--- config.mk ---
export PLATFORM = sky130hd
export DESIGN_NAME = crccmb_ctrl
export DESIGN_NICKNAME = d
export VERILOG_FILES = /design/src/hw/rtl/crccmb_pkg.sv /design/src/hw/rtl/crccmb_ctrl.sv
export SDC_FILE = /design/constraint.sdc
export NUM_CORES = 1
export LEC_CHECK = 0
export BUFFER_PORTS_ARGS = -buffer_cell sky130_fd_sc_hd__buf_2
export CORE_AREA = 3 3 40 42
export CTS_CLUSTER_SIZE = 12
export DETAILED_ROUTE_END_ITERATION = 16
export DIE_AREA = 0 0 43 45
export GPL_TIMING_DRIVEN = 0
export PLACE_DENSITY = 0.33
export SLEW_MARGIN = 20
export SYNTH_ARGS = -nofsm -noshare
export SYNTH_HDL_FRONTEND = slang
export SYNTH_SLANG_ARGS = --single-unit
export TNS_END_PERCENT = 100
--- constraint.sdc ---
create_clock -name aclk -period 1.4 [get_ports aclk]
set_input_delay 0.21 -clock aclk [delete_from_list [all_inputs] [get_ports aclk]]
set_output_delay 0.21 -clock aclk [all_outputs]
set_load 0.1 [all_outputs]
--- src/hw/rtl/crccmb_pkg.sv ---
// Shared types, constants and GF(2) operator helpers for the CRC-32 combine engine.
// No dependencies.
package crccmb_pkg;

    localparam int CRC_W           = 32;
    localparam int LENGTH_BITS_DEF = 32;
    localparam logic [CRC_W-1:0] POLY_RESET = 32'hEDB8_8320;

    // 32x32 GF(2) operator: element i is the image of bit i
    typedef logic [CRC_W-1:0][CRC_W-1:0] mat_t;

    typedef enum logic [2:0] {
        ST_IDLE,
        ST_SQ0,
        ST_SQ1,
        ST_SQ2,
        ST_STEP,
        ST_DONE
    } state_t;

    typedef struct packed {
        logic load;    // capture item, build one-zero-bit operator
        logic square;  // operator <= operator^2
        logic step;    // conditional apply, square, shift length
        logic emit;    // write result register
    } cmd_t;

    typedef struct packed {
        logic len_in_zero;  // incoming length (used bits) is zero
        logic len_last;     // no set length bits remain after this step
        logic out_free;     // result register can take a new item
    } sts_t;

    function automatic logic [CRC_W-1:0] op_apply(input mat_t m, input logic [CRC_W-1:0] v);
        logic [CRC_W-1:0] sum;
        sum = '0;
        for (int i = 0; i < CRC_W; i++) begin
            if (v[i]) begin
                sum = sum ^ m[i];
            end
        end
        return sum;
    endfunction

    function automatic mat_t op_square(input mat_t m);
        mat_t r;
        for (int i = 0; i < CRC_W; i++) begin
            r[i] = op_apply(m, m[i]);
        end
        return r;
    endfunction

endpackage

--- src/hw/rtl/crccmb_ctrl.sv ---
// Sequencer for the CRC-32 combine engine: setup squarings, length walk, result hand-off.
// Depends on crccmb_pkg.
module crccmb_ctrl (
    input  logic               aclk,
    input  logic               aresetn,
    input  logic               s_valid,
    output logic               s_ready,
    input  crccmb_pkg::sts_t   sts,
    output crccmb_pkg::cmd_t   cmd
);

    crccmb_pkg::state_t state_reg, state_next;

    always_ff @(posedge aclk) begin
        if (!aresetn) begin
            state_reg <= crccmb_pkg::ST_IDLE;
        end else begin
            state_reg <= state_next;
        end
    end

    always_comb begin
        state_next = state_reg;
        case (state_reg)
            crccmb_pkg::ST_IDLE: begin
                if (s_valid) begin
                    state_next = sts.len_in_zero ? crccmb_pkg::ST_DONE : crccmb_pkg::ST_SQ0;
                end
            end
            crccmb_pkg::ST_SQ0: state_next = crccmb_pkg::ST_SQ1;
            crccmb_pkg::ST_SQ1: state_next = crccmb_pkg::ST_SQ2;
            crccmb_pkg::ST_SQ2: state_next = crccmb_pkg::ST_STEP;
            crccmb_pkg::ST_STEP: begin
                if (sts.len_last) begin
                    state_next = crccmb_pkg::ST_DONE;
                end
            end
            crccmb_pkg::ST_DONE: begin
                if (sts.out_free) begin
                    state_next = crccmb_pkg::ST_IDLE;
                end
            end
            default: state_next = crccmb_pkg::ST_IDLE;
        endcase
    end

    always_comb begin
        s_ready    = 1'b0;
        cmd        = '0;
        case (state_reg)
            crccmb_pkg::ST_IDLE: begin
                s_ready  = 1'b1;
                cmd.load = s_valid;
            end
            crccmb_pkg::ST_SQ0,
            crccmb_pkg::ST_SQ1,
            crccmb_pkg::ST_SQ2: cmd.square = 1'b1;
            crccmb_pkg::ST_STEP: cmd.step = 1'b1;
            crccmb_pkg::ST_DONE: cmd.emit = sts.out_free;
            default: cmd = '0;
        endcase
    end

endmodule

**Word level (Yosys, flattened, before mapping)**

Index checks and enable logic that the tools add are counted.

- Equal/unequal tests: 8
- Muxes and demuxes: 10
- Reduce and logical (&&, ||, !) cells: 3

Operators by type and width:

| kind | count |
|---|---|
| $pmux W3 S6 | 1 |
| $mux W3 | 4 |
| $eq A3 B2 Y1 const B | 2 |
| $eq A3 B3 Y1 const B | 2 |
| $ne A2 B2 Y1 const B | 3 |
| $mux W1 | 5 |
| $eq A3 B1 Y1 const B | 1 |
| $logic_not A3 Y1 | 1 |
| $reduce_and A3 Y1 | 1 |
| $reduce_or A3 Y1 | 1 |

- Flip-flop bits (word level): 3
- Input bits: 6
- Output and inout bits: 5
- Logic and storage cells: 22

**Longest topological paths before layout**

Gate-level depths: netlist of the first run.

- Word-level depth: 3
- Mapped depth: 4
- Depth with buffers taken out: 3

**Worst setup path after synthesis of the first run**

Ideal clock, no wire load.

- Path type: reg2out
- From: reg state_reg[0]
- To: out cmd[3] (netlist bit)
- Arrival time: 3.459 ns
- Required time: 1.190 ns
- Slack: -2.269 ns
- Stages on the path, launching flop included: 4
- Path buffers: 1
- Cell sequence: dfxtp_1 buf_4 nor3_1 and2_1

RTL lines:

| item | line | text |
|---|---|---|
| start: declaration | crccmb_ctrl.sv:12 | `crccmb_pkg::state_t state_reg, state_next;` |
| start signal: assignment | crccmb_ctrl.sv:16 | `state_reg <= crccmb_pkg::ST_IDLE;` |
| start signal: assignment | crccmb_ctrl.sv:18 | `state_reg <= state_next;` |
| end: declaration | crccmb_ctrl.sv:9 | `output crccmb_pkg::cmd_t cmd` |

==> results of run 1 <==
-- layout make-up --
cell class | count | area (µm²) | share of cell area
plain buffers | 1 | 11.3 | 0.0289
well taps | 15 | 18.8 | 0.0482
repair buffers | 12 | 106 | 0.273
clock buffers | 4 | 26.3 | 0.0675
multi-input cells | 21 | 161 | 0.415
flip-flops and latches | 3 | 65.1 | 0.167
-- power groups by stage --
stage | Clock, mW | Combinational (mW) | Sequential [mW]
3_5_place_dp | 0 | 0.336 | 0.124
4_1_cts | 0.154 | 0.386 | 0.127
2_1_floorplan | 0 | 0.294 | 0.120
6_report | 0.148 | 0.396 | 0.123
3_3_place_gp | 0 | 0.335 | 0.124
5_1_grt | 0.166 | 0.414 | 0.125
-- how the worst min path moves through the flow --
stage | start | endpoint | slack (ns)
3_3_place_gp | aresetn | state_reg[0] | 0.46
4_1_cts | aresetn | state_reg[0] | 0.23
2_1_floorplan | aresetn | state_reg[0] | 0.33
3_5_place_dp | aresetn | state_reg[0] | 0.45
6_report | aresetn | state_reg[0] | 0.23
5_1_grt | aresetn | state_reg[2] | 0.22
-- metal layers --
metal,track usage,vias to the layer above
met5,0,-
met4,0.0361,0
met3,0.0398,0
met2,0.0689,11
met1,0.0769,94
li1,-,115
-- cell families after synthesis --
family          after synthesis  share of synthesized area
simple gates                 16                      0.474
compound gates                4                      0.135
buf+inv                       1                     0.0385
flops                         3                      0.308
xor+xnor                      1                     0.0449
-- repair_timing --
action,CTS,global route
buffers inserted,0,2
gates resized for setup,15,1
setup endpoints to repair,5,2
endpoints found under the hold margin,0,0
hold buffers,0,0
pin swaps,1,2
-- cells in the final DEF, fill, tap and decap left out, drive strengths merged --
cell type / n
dfxtp: 3
and3: 1
xnor2: 1
nand2b: 3
a21oi: 2
o31a: 1
nor3b: 1
nor2: 5
o21a: 1
buf: 13
and2: 2
nand2: 2
clkbuf: 4
nor3: 2
-- stage by stage --
stage / worst slack [ns] / setup TNS, ns / power [mW] / utilization
final: 0.0490 / 0 / 0.666 / 0.303
after CTS: -0.0193 / -0.0193 / 0.667 / 0.289
after global placement: 0.00904 / 0 / 0.459 / 0.231
after global routing: 0.00318 / 0 / 0.705 / 0.303
after detailed placement: 0.00988 / 0 / 0.460 / 0.231
after floorplan: -0.540 / -0.583 / 0.414 / -
==> summary.md, run 1 <==
| Metric | Value |
|---|---|
| DPL Wire Length | roughly 390 µm |
| Syn-to-layout area delta | 99.4% |
| Post-synth EDFFs | 0 |
| Non-filler instance count after layout | 56 |
| Cts bufs inserted | 3 |
| Hold Fails Final Rpt | 0 |
| Root Driver | clkbuf_4 |
| Initial antenna violation count | 0 |
| Crit path max-delay cell type | dfxtp_1 |
| Worst R2R Start | state_reg[0] |
| Nets | 48 |
| Hold slack | 0.226 ns |
| Synth Net Count | 31 |
| Gate power share | 0.594 |
| Largest net degree at the start of global routing | 10 |
| Post-Syn Area | between 150 and 200 µm² |
| Flops & latches, synth | 3 |
| Metal3 WL | between 40 and 50 µm |
| Number of global-route vias before repair | 213 |
| Main synth FF type | dfxtp_1 |
| Final Critical Period | approximately 1.4 ns |
| Slew headroom | 0.815 |
| Endpoints failing setup | 0 |
| Global route overflow | 0 |
| CTS clk-pin slew, worst paths | roughly 0.030 ns |
| Gpl congestion | 0.689 |
| Via Count | 220 |
| CTS tree | built |
| Crit path capture | cmd[1] |
| Num rows | 13 |
| Area share of the largest cell type after synthesis | 0.308 |
| CTS sink count | 3 |
| Synth Warn # | 0 |
| Fillers | 150 |
| Critical-path cell list | buf_6 > nor2_4 > and2_2 > buf_12 |
| Peak supply drop | approximately 0.67 mV |
| Final period util | 0.965 |
| Starting DRT DRC Count | 3 |
| Worst Tran Pin Value | 0.279 ns |
| MaxCap Viol Count | 0 |
| Net Sw Frac | 0.490 |
| Sequential group share of total power | 0.184 |
| Initial Util | 0.152 |
| CP max stage delay | approximately 0.3 ns |
| Crit end category | output pin |
| Core region area | approximately 1300 µm² |
| Levels on crit path | 4 |
| Antenna Nets Post-Route | 0 |
| Top post-synthesis cells by count | nor2_1, dfxtp_1 |
| Highest routed layer | met3 |
| DR vias/cell | between 3 and 4 |
| Placed cell count | 50 |
| Htree depth | 1 |
| Antenna Diode Count | 0 |
| Metal2 WL | around 210 µm |
| WP data arrival | 1.14 ns |
| Crit path launch type | flop |
| Pint | roughly 340 µW |
| Average cell area after synthesis | about 7.8 µm² |
| Pins over their slew limit | 0 |
| WL final | between 400 and 500 µm |
| Fmax | roughly 740 MHz |
| Unrepaired setup endpoints after global routing | false |
| Drt wl/cell | around 8.8 µm |
| Largest register FFs | 3 |
| Clk pwr share | 0.221 |
| Layout cells sized above 1 | 0.634 |
| R2R Setup Slk | 0.33 ns |
| Io pins | 11 |
| Clock tree buffer depth | 2 |
| Critical Path RT | 1.19 ns |
| M1 WL | between 200 and 250 µm |
| Final Skew | approximately 0.000056 ns |
| Cells on Worst Hold Path | 2 |
| Port bufs | 10 |
| Most common cell in the synthesized netlist | nor2_1 |
| Reg-to-reg endpoint | state_reg[2] |
| First-pass DRT Iterations | 3 |
| Pwr dens | about 1700 nW/µm² |
| CP Max Fanout | 9 |
| First-pass GRT wire length | between 800 and 900 µm |
| Share of the yosys chip area belonging to registers | 0.308 |
| Worst min-delay path class | in2reg |
| Critical path's top delay family | buffers and inverters |
| Post-DP Area | between 200 and 300 µm² |
| Yosys cell types | 16 |
| Gr usage total | 0.0591 |
| Final non-filler cell area | between 300 and 400 µm² |
| Asr flop ratio synth | 0 |
| Die X | ~43 µm |
| Largest cells by area after synthesis | dfxtp_1, nor2_1, nand2b_1 |
| Die area | slightly below 2000 µm² |
| Clock latency on the worst-skew pair | about 0.23 ns |
| Switch Pwr | 326 µW |
| DRC | 0 |
| CP Class | reg2out |
| Die Height | approximately 45 µm |
| Run status | completed |
| Worst r2r path cells | 4 |
| WP buf/inv | 2 |
| Crit path launch | state_reg[0] |
| Syn Inst Count | 25 |
| P_leak | roughly 0.16 nW |
| Cell taking the most area after synthesis | dfxtp_1 |
Power figures use the tool's default switching activity.
==> inputs of run 2 (changes only) <==
==> constraint.sdc (replaced) <==
create_clock -name aclk -period 1.5 [get_ports aclk]
set_input_delay 0.225 -clock aclk [delete_from_list [all_inputs] [get_ports aclk]]
set_output_delay 0.225 -clock aclk [all_outputs]
set_load 0.1 [all_outputs]
==> run 2 against run 1 <==
Against the previous run:
- clock-buffer cell count did not move
- via count decreased by 3.2%
- combinational power shrank 13%
- clock power fell by 6%
- register-to-register slack gained 0.09 ns
- sequential power down 4%
- wire length decreased by 1.4%
- first-iteration DRC count unchanged
- core utilization fell by 2.4 points
- critical endpoint is now cmd[3]
- flip-flop and latch count unchanged
- largest power group unchanged
- non-clock buffer count fell by 2
- global-route usage increased by 0.17 points
==> summary.md, run 2 (same netlist as run 1, synthesis figures left out) <==
| Metric | Value |
|---|---|
| Starting DRT DRC Count | 3 (unchanged) |
| MaxCap Viol Count | 0 (unchanged) |
| Hold slack | 0.239 ns (was 0.226 ns) |
| Fillers | 151 (was 150) |
| Slew headroom | 0.815 (about the same) |
| Io pins | 11 (unchanged) |
| WP data arrival | 1.22 ns (was 1.14 ns) |
| Cts bufs inserted | 3 (unchanged) |
| First-pass DRT Iterations | 2 (was 3) |
| Worst Hold Launch | aresetn (unchanged) |
| Critical Path RT | 1.27 ns (was 1.19 ns) |
| Setup TNS | 0 ns (unchanged) |
| Initial Util | 0.152 (unchanged) |
| Crit end category | output pin (unchanged) |
| CTS clk-pin slew, worst paths | 0.03 ns (about the same) |
| DPL Wire Length | 388 µm (unchanged) |
| Drt wl/cell | 9.02 µm (was 8.82 µm) |
| Root Driver | clkbuf_4 (unchanged) |
| Port bufs | 10 (unchanged) |
| Placed cell count | 50 (unchanged) |
| Layout cells sized above 1 | 0.615 (was 0.634) |
| Peak supply drop | 0.589 mV (was 0.666 mV) |
| DRC | 0 (unchanged) |
| Final Critical Period | ~1.4 ns |
| Leading cell type in the layout, fill and taps excluded | buf_2 (unchanged) |
| WL final | 487 µm (was 494 µm) |
| Endpoints failing setup | 0 (unchanged) |
| Largest net degree at the start of global routing | 10 (unchanged) |
| Num rows | 13 (unchanged) |
| P_leak | 0.147 nW (was 0.161 nW) |
| Unrepaired setup endpoints after global routing | false (unchanged) |
| Run status | completed (unchanged) |
| Initial antenna violation count | 0 (unchanged) |
| Hold Fails Final Rpt | 0 (unchanged) |
| CTS tree | built (unchanged) |
| Final period util | 0.962 |
| Pins over their slew limit | 0 (unchanged) |
| Die area | 1940 µm² (unchanged) |
| Gr usage total | 0.0607 (was 0.0591) |
| Most frequent cells in the layout | buf_2, buf_6, nor2_4, clkbuf_4 (was buf_2, buf_4, nor2_4, clkbuf_4) |
| Crit path launch | state_reg[0] (unchanged) |
| Die X | 43 µm (unchanged) |
| Syn-to-layout area delta | 83.3% (was 99.4%) |
| Antenna Nets Post-Route | 0 (unchanged) |
| CP Class | reg2out (unchanged) |
| Htree depth | 1 (unchanged) |
| Largest register FFs | 3 (unchanged) |
| Nets | 46 (was 48) |
| Worst min-delay path class | in2reg (unchanged) |
| Worst R2R Start | state_reg[0] (unchanged) |
| Fmax | between 600 and 700 MHz |
| Antenna Diode Count | 0 (unchanged) |
| Gpl congestion | 0.689 (unchanged) |
| Core region area | 1280 µm² (unchanged) |
| Die Height | 45 µm (unchanged) |
| DR vias/cell | 3.94 (was 3.93) |
| Post-CTS Resized | 8 (was 15) |
| Crit path max-delay cell type | dfxtp_1 (unchanged) |
| Pwr dens | 1680 nW/µm² (was 1710 nW/µm²) |
| Postcts setup bufs | 0 (unchanged) |
| Clock tree buffer depth | 2 (unchanged) |
| Global route overflow | 0 (unchanged) |
| Final Skew | 0.000216 ns (was 0.0000561 ns) |
| Critical-path cell list | buf_6 > nor3_4 > and2_4 > buf_8 (was buf_6 > nor2_4 > and2_2 > buf_12) |
| Worst Tran Pin Value | 0.279 ns (about the same) |
| First-pass GRT wire length | 834 µm (was 807 µm) |
| Via Count | 213 (was 220) |
| Clock latency on the worst-skew pair | 0.23 ns (about the same) |
| Number of global-route vias before repair | 218 (was 213) |
| CP max stage delay | 0.30 ns (about the same) |
| Crit path launch type | flop (unchanged) |
| CTS sink count | 3 (unchanged) |
| Non-filler instance count after layout | 54 (was 56) |
| Hold_buf cts | 0 (unchanged) |
| CP Max Fanout | 9 (unchanged) |
==> run 2: layout make-up <==
| type | count | area (µm²) | area share |
|---|---|---|---|
| plain buffers | 1 | 11.3 | 0.0315 |
| clock buffers | 4 | 26.3 | 0.0734 |
| multi-input cells | 21 | 161 | 0.451 |
| flip-flops and latches | 3 | 62.6 | 0.175 |
| well taps | 15 | 18.8 | 0.0524 |
| repair buffers | 10 | 77.6 | 0.217 |
==> run 2: path summary, 6_finish.rpt <==
| path | endpoint | slack (ns) | cells after the start |
|---|---|---|---|
| min reg2reg | state_reg[1] | 0.55 | 1 |
| min | state_reg[0] | 0.24 | 2 |
| max reg2reg | state_reg[2] | 0.42 | 4 |
| max | cmd[3] | 0.06 | 4 |
==> run 2: power by group <==
group / switching [mW] / total [mW] / leakage (nW) / internal, mW
Sequential: 0.0239 / 0.118 / 0.0255 / 0.0943
Combinational: 0.239 / 0.343 / 0.106 / 0.104
Clock: 0.0393 / 0.139 / 0.0150 / 0.0995
Total: 0.302 / 0.600 / 0.147 / 0.298
==> run 2: critical path: cells and delay by family (launching register included) <==
kind | cells | cell delay, ns
simple gates | 2 | 0.37
flops | 1 | 0.30
buf+inv | 2 | 0.33
==> run 2: routing by layer <==
metal / routed length [µm] / track usage
met1: 233 / 0.0793
met2: 202 / 0.0689
met5: 0 / 0
met4: 0 / 0.0361
met3: 51 / 0.0438
==> run 2: stage by stage <==
step                utilization  area, µm²  worst slack [ns]  power, mW
global placement          0.231        297            0.0940      0.428
CTS                       0.268        344            0.0278      0.597
finish                    0.278        358            0.0564      0.600
detailed placement        0.231        297            0.0949      0.429
floorplan                     -        228            -0.455      0.386
global route              0.278        358           0.00343      0.634
==> inputs of run 3 (changes only) <==
--- a/config.mk
+++ b/config.mk
@@ -6,12 +6,14 @@
 export NUM_CORES = 1
 export LEC_CHECK = 0
 export BUFFER_PORTS_ARGS = -buffer_cell sky130_fd_sc_hd__buf_2
-export CORE_AREA = 3 3 40 42
+export CELL_PAD_IN_SITES_DETAIL_PLACEMENT = 1
+export CELL_PAD_IN_SITES_GLOBAL_PLACEMENT = 1
+export CORE_AREA = 2 2 39 41
 export CTS_CLUSTER_SIZE = 12
 export DETAILED_ROUTE_END_ITERATION = 16
-export DIE_AREA = 0 0 43 45
+export DIE_AREA = 0 0 41 43
 export GPL_TIMING_DRIVEN = 0
-export PLACE_DENSITY = 0.33
+export PLACE_DENSITY = 0.44
 export SLEW_MARGIN = 20
 export SYNTH_ARGS = -nofsm -noshare
 export SYNTH_HDL_FRONTEND = slang
==> run 3 against run 2 <==
Against the previous run:
- fmax increased by 0.96%
- wire length increased by 11%
- via count increased by 3.3%
- combinational power increased by 2%
- worst hold slack got worse by 0.0072 ns
- sequential share of layout area decreased by 0.59 points
- sequential power about the same
- clock-buffer cell count unchanged
- total power increased by 1.1%
- setup slack improved by 0.014 ns
- first-iteration DRC count unchanged
- cell area increased by 1.4%
- critical path type unchanged
- largest power group unchanged
==> summary.md, run 3 (same netlist as run 1, synthesis figures left out) <==
| Metric | Value |
|---|---|
| Run status | completed (unchanged) |
| Nets | 46 (unchanged) |
| Placed cell count | 51 (was 50) |
| CTS clk-pin slew, worst paths | 0.04 ns (was 0.03 ns) |
| Initial Util | 0.141 (was 0.152) |
| Worst Hold Launch | aresetn (unchanged) |
| Unrepaired setup endpoints after global routing | false (unchanged) |
| Fmax | 699 MHz (was 693 MHz) |
| Gate power share | 0.579 (was 0.572) |
| Port bufs | 10 (unchanged) |
| CP Max Fanout | 6 (was 9) |
| Pins over their slew limit | 0 (unchanged) |
| Worst Tran Pin Value | 0.324 ns (was 0.279 ns) |
| MaxCap Viol Count | 0 (unchanged) |
| Setup TNS | 0 ns (unchanged) |
| DRC | 0 (unchanged) |
| Crit end category | output pin (unchanged) |
| Peak supply drop | 0.387 mV (was 0.589 mV) |
| Clock tree buffer depth | 2 (unchanged) |
| Core region area | 1380 µm² (was 1280 µm²) |
| Cells on Worst Hold Path | 2 (unchanged) |
| Net Sw Frac | 0.502 (was 0.504) |
| DPL Wire Length | 437 µm (was 388 µm) |
| First-pass DRT Iterations | 2 (unchanged) |
| WP data arrival | 1.20 ns (was 1.22 ns) |
| Io pins | 11 (unchanged) |
| Postcts setup bufs | 0 (unchanged) |
| Root Driver | clkbuf_4 (unchanged) |
| Via Count | 220 (was 213) |
| Die area | 1760 µm² (was 1940 µm²) |
| CTS sink count | 3 (unchanged) |
| Final worst-path setup slack | 0.0702 ns (was 0.0564 ns) |
| Global route overflow | 0 (unchanged) |
| WL final | 542 µm (was 487 µm) |
| Pwr dens | 1670 nW/µm² (was 1680 nW/µm²) |
| Num rows | 14 (was 13) |
| Die Height | 43 µm (was 45 µm) |
| CTS tree | built (unchanged) |
| Final Critical Period | 1.43 ns (was 1.44 ns) |
| Largest register FFs | 3 (unchanged) |
| Die X | 41 µm (was 43 µm) |
| Endpoints failing setup | 0 (unchanged) |
| Crit path launch type | flop (unchanged) |
| Pre-CTS WS | 0.0857 ns (was 0.0949 ns) |
| Hold_buf cts | 0 (unchanged) |
| CP Class | reg2out (unchanged) |
| First-pass GRT wire length | 862 µm (was 834 µm) |
| Drt wl/cell | 9.85 µm (was 9.02 µm) |
| Final period util | 0.953 (was 0.962) |
| DR vias/cell | 4.00 (was 3.94) |
| Syn-to-layout area delta | 85.9% (was 83.3%) |
| Pint | 302 µW (was 298 µW) |
| Hold Fails Final Rpt | 0 (unchanged) |
| Gpl congestion | 0.700 (was 0.689) |
| Layout cells sized above 1 | 0.590 (was 0.615) |
| Crit path launch | state_reg[1] (was state_reg[0]) |
| Gr usage total | 0.0755 (was 0.0607) |
| Switch Pwr | 304 µW (was 302 µW) |
| Antenna Nets Post-Route | 0 (unchanged) |
| Non-filler instance count after layout | 55 (was 54) |
| Starting DRT DRC Count | 3 (unchanged) |
| P_leak | 0.148 nW (was 0.147 nW) |
| Clk pwr share | 0.229 (was 0.231) |
| Worst r2r path cells | 3 (was 4) |
| Clock latency on the worst-skew pair | 0.23 ns (about the same) |
| Total power | 607 µW (was 600 µW) |
| Leading cell type in the layout, fill and taps excluded | buf_2 (unchanged) |
| Most frequent cells in the layout | buf_2, buf_6, nor2_4, clkbuf_4 (unchanged) |
| Htree depth | 1 (unchanged) |
| Number of global-route vias before repair | 224 (was 218) |
| Cts bufs inserted | 3 (unchanged) |
| Final Skew | 0.00161 ns (was 0.000216 ns) |
| Initial antenna violation count | 0 (unchanged) |
| Worst R2R Start | state_reg[1] (was state_reg[0]) |
| Largest net degree at the start of global routing | 10 (unchanged) |
| Antenna Diode Count | 0 (unchanged) |
| Critical Path RT | 1.27 ns (about the same) |
| Sequential group share of total power | 0.192 (was 0.197) |
| Slew headroom | 0.783 (was 0.815) |
| Worst min-delay path class | in2reg (unchanged) |
-- run 3: cell types whose count changed in the layout (fill, tap and decap cells not counted) --
cell     delta
dfxtp_1     +1
buf_8       -1
dfxtp_2     -1
buf_12      +1
-- run 3: stage by stage --
stage	instance area (µm²)	hold WS (ns)	utilization
2_1_floorplan	228	0.343	-
3_3_place_gp	298	0.471	0.215
3_5_place_dp	298	0.473	0.215
4_1_cts	345	0.225	0.250
5_1_grt	363	0.242	0.262
6_report	363	0.232	0.262
-- run 3: final timing paths --
check | endpoint | slack [ns]
worst min-delay path | state_reg[0] | 0.23
worst max-delay path | cmd[1] | 0.07
worst min register to register | state_reg[1] | 0.56
worst max register to register | state_reg[2] | 0.32
-- run 3: power groups by stage --
stage	clock, mW	sequential, mW	combinational [mW]
finish	0.139	0.117	0.351
global route	0.150	0.118	0.365
CTS	0.147	0.115	0.339
detailed placement	0	0.116	0.316
global placement	0	0.115	0.312
floorplan	0	0.112	0.275
-- run 3: layer usage --
metal  track usage  share of wire
met1        0.0712           0.44
met2         0.116           0.51
met3        0.0209          0.046
met4        0.0800              0
met5             0              0
-- run 3: worst max-delay path, stage by stage (launching register included) --
cell	delay [ns]
dfxtp_1	0.50
nor2_4	0.09
and2_2	0.20
buf_6	0.18
-- run 3: area by class of cell --
type | count | area [µm²]
fillers | 166 | 1020
well taps | 16 | 20.0
repair buffers | 10 | 82.6
multi-input cells | 21 | 161
flip-flops and latches | 3 | 61.3
clock buffers | 4 | 26.3
plain buffers | 1 | 11.3
-- run 3: timing repair --
action,CTS,global route
endpoints found under the setup margin,5,3
gates resized for setup,8,4
pin swaps,0,0
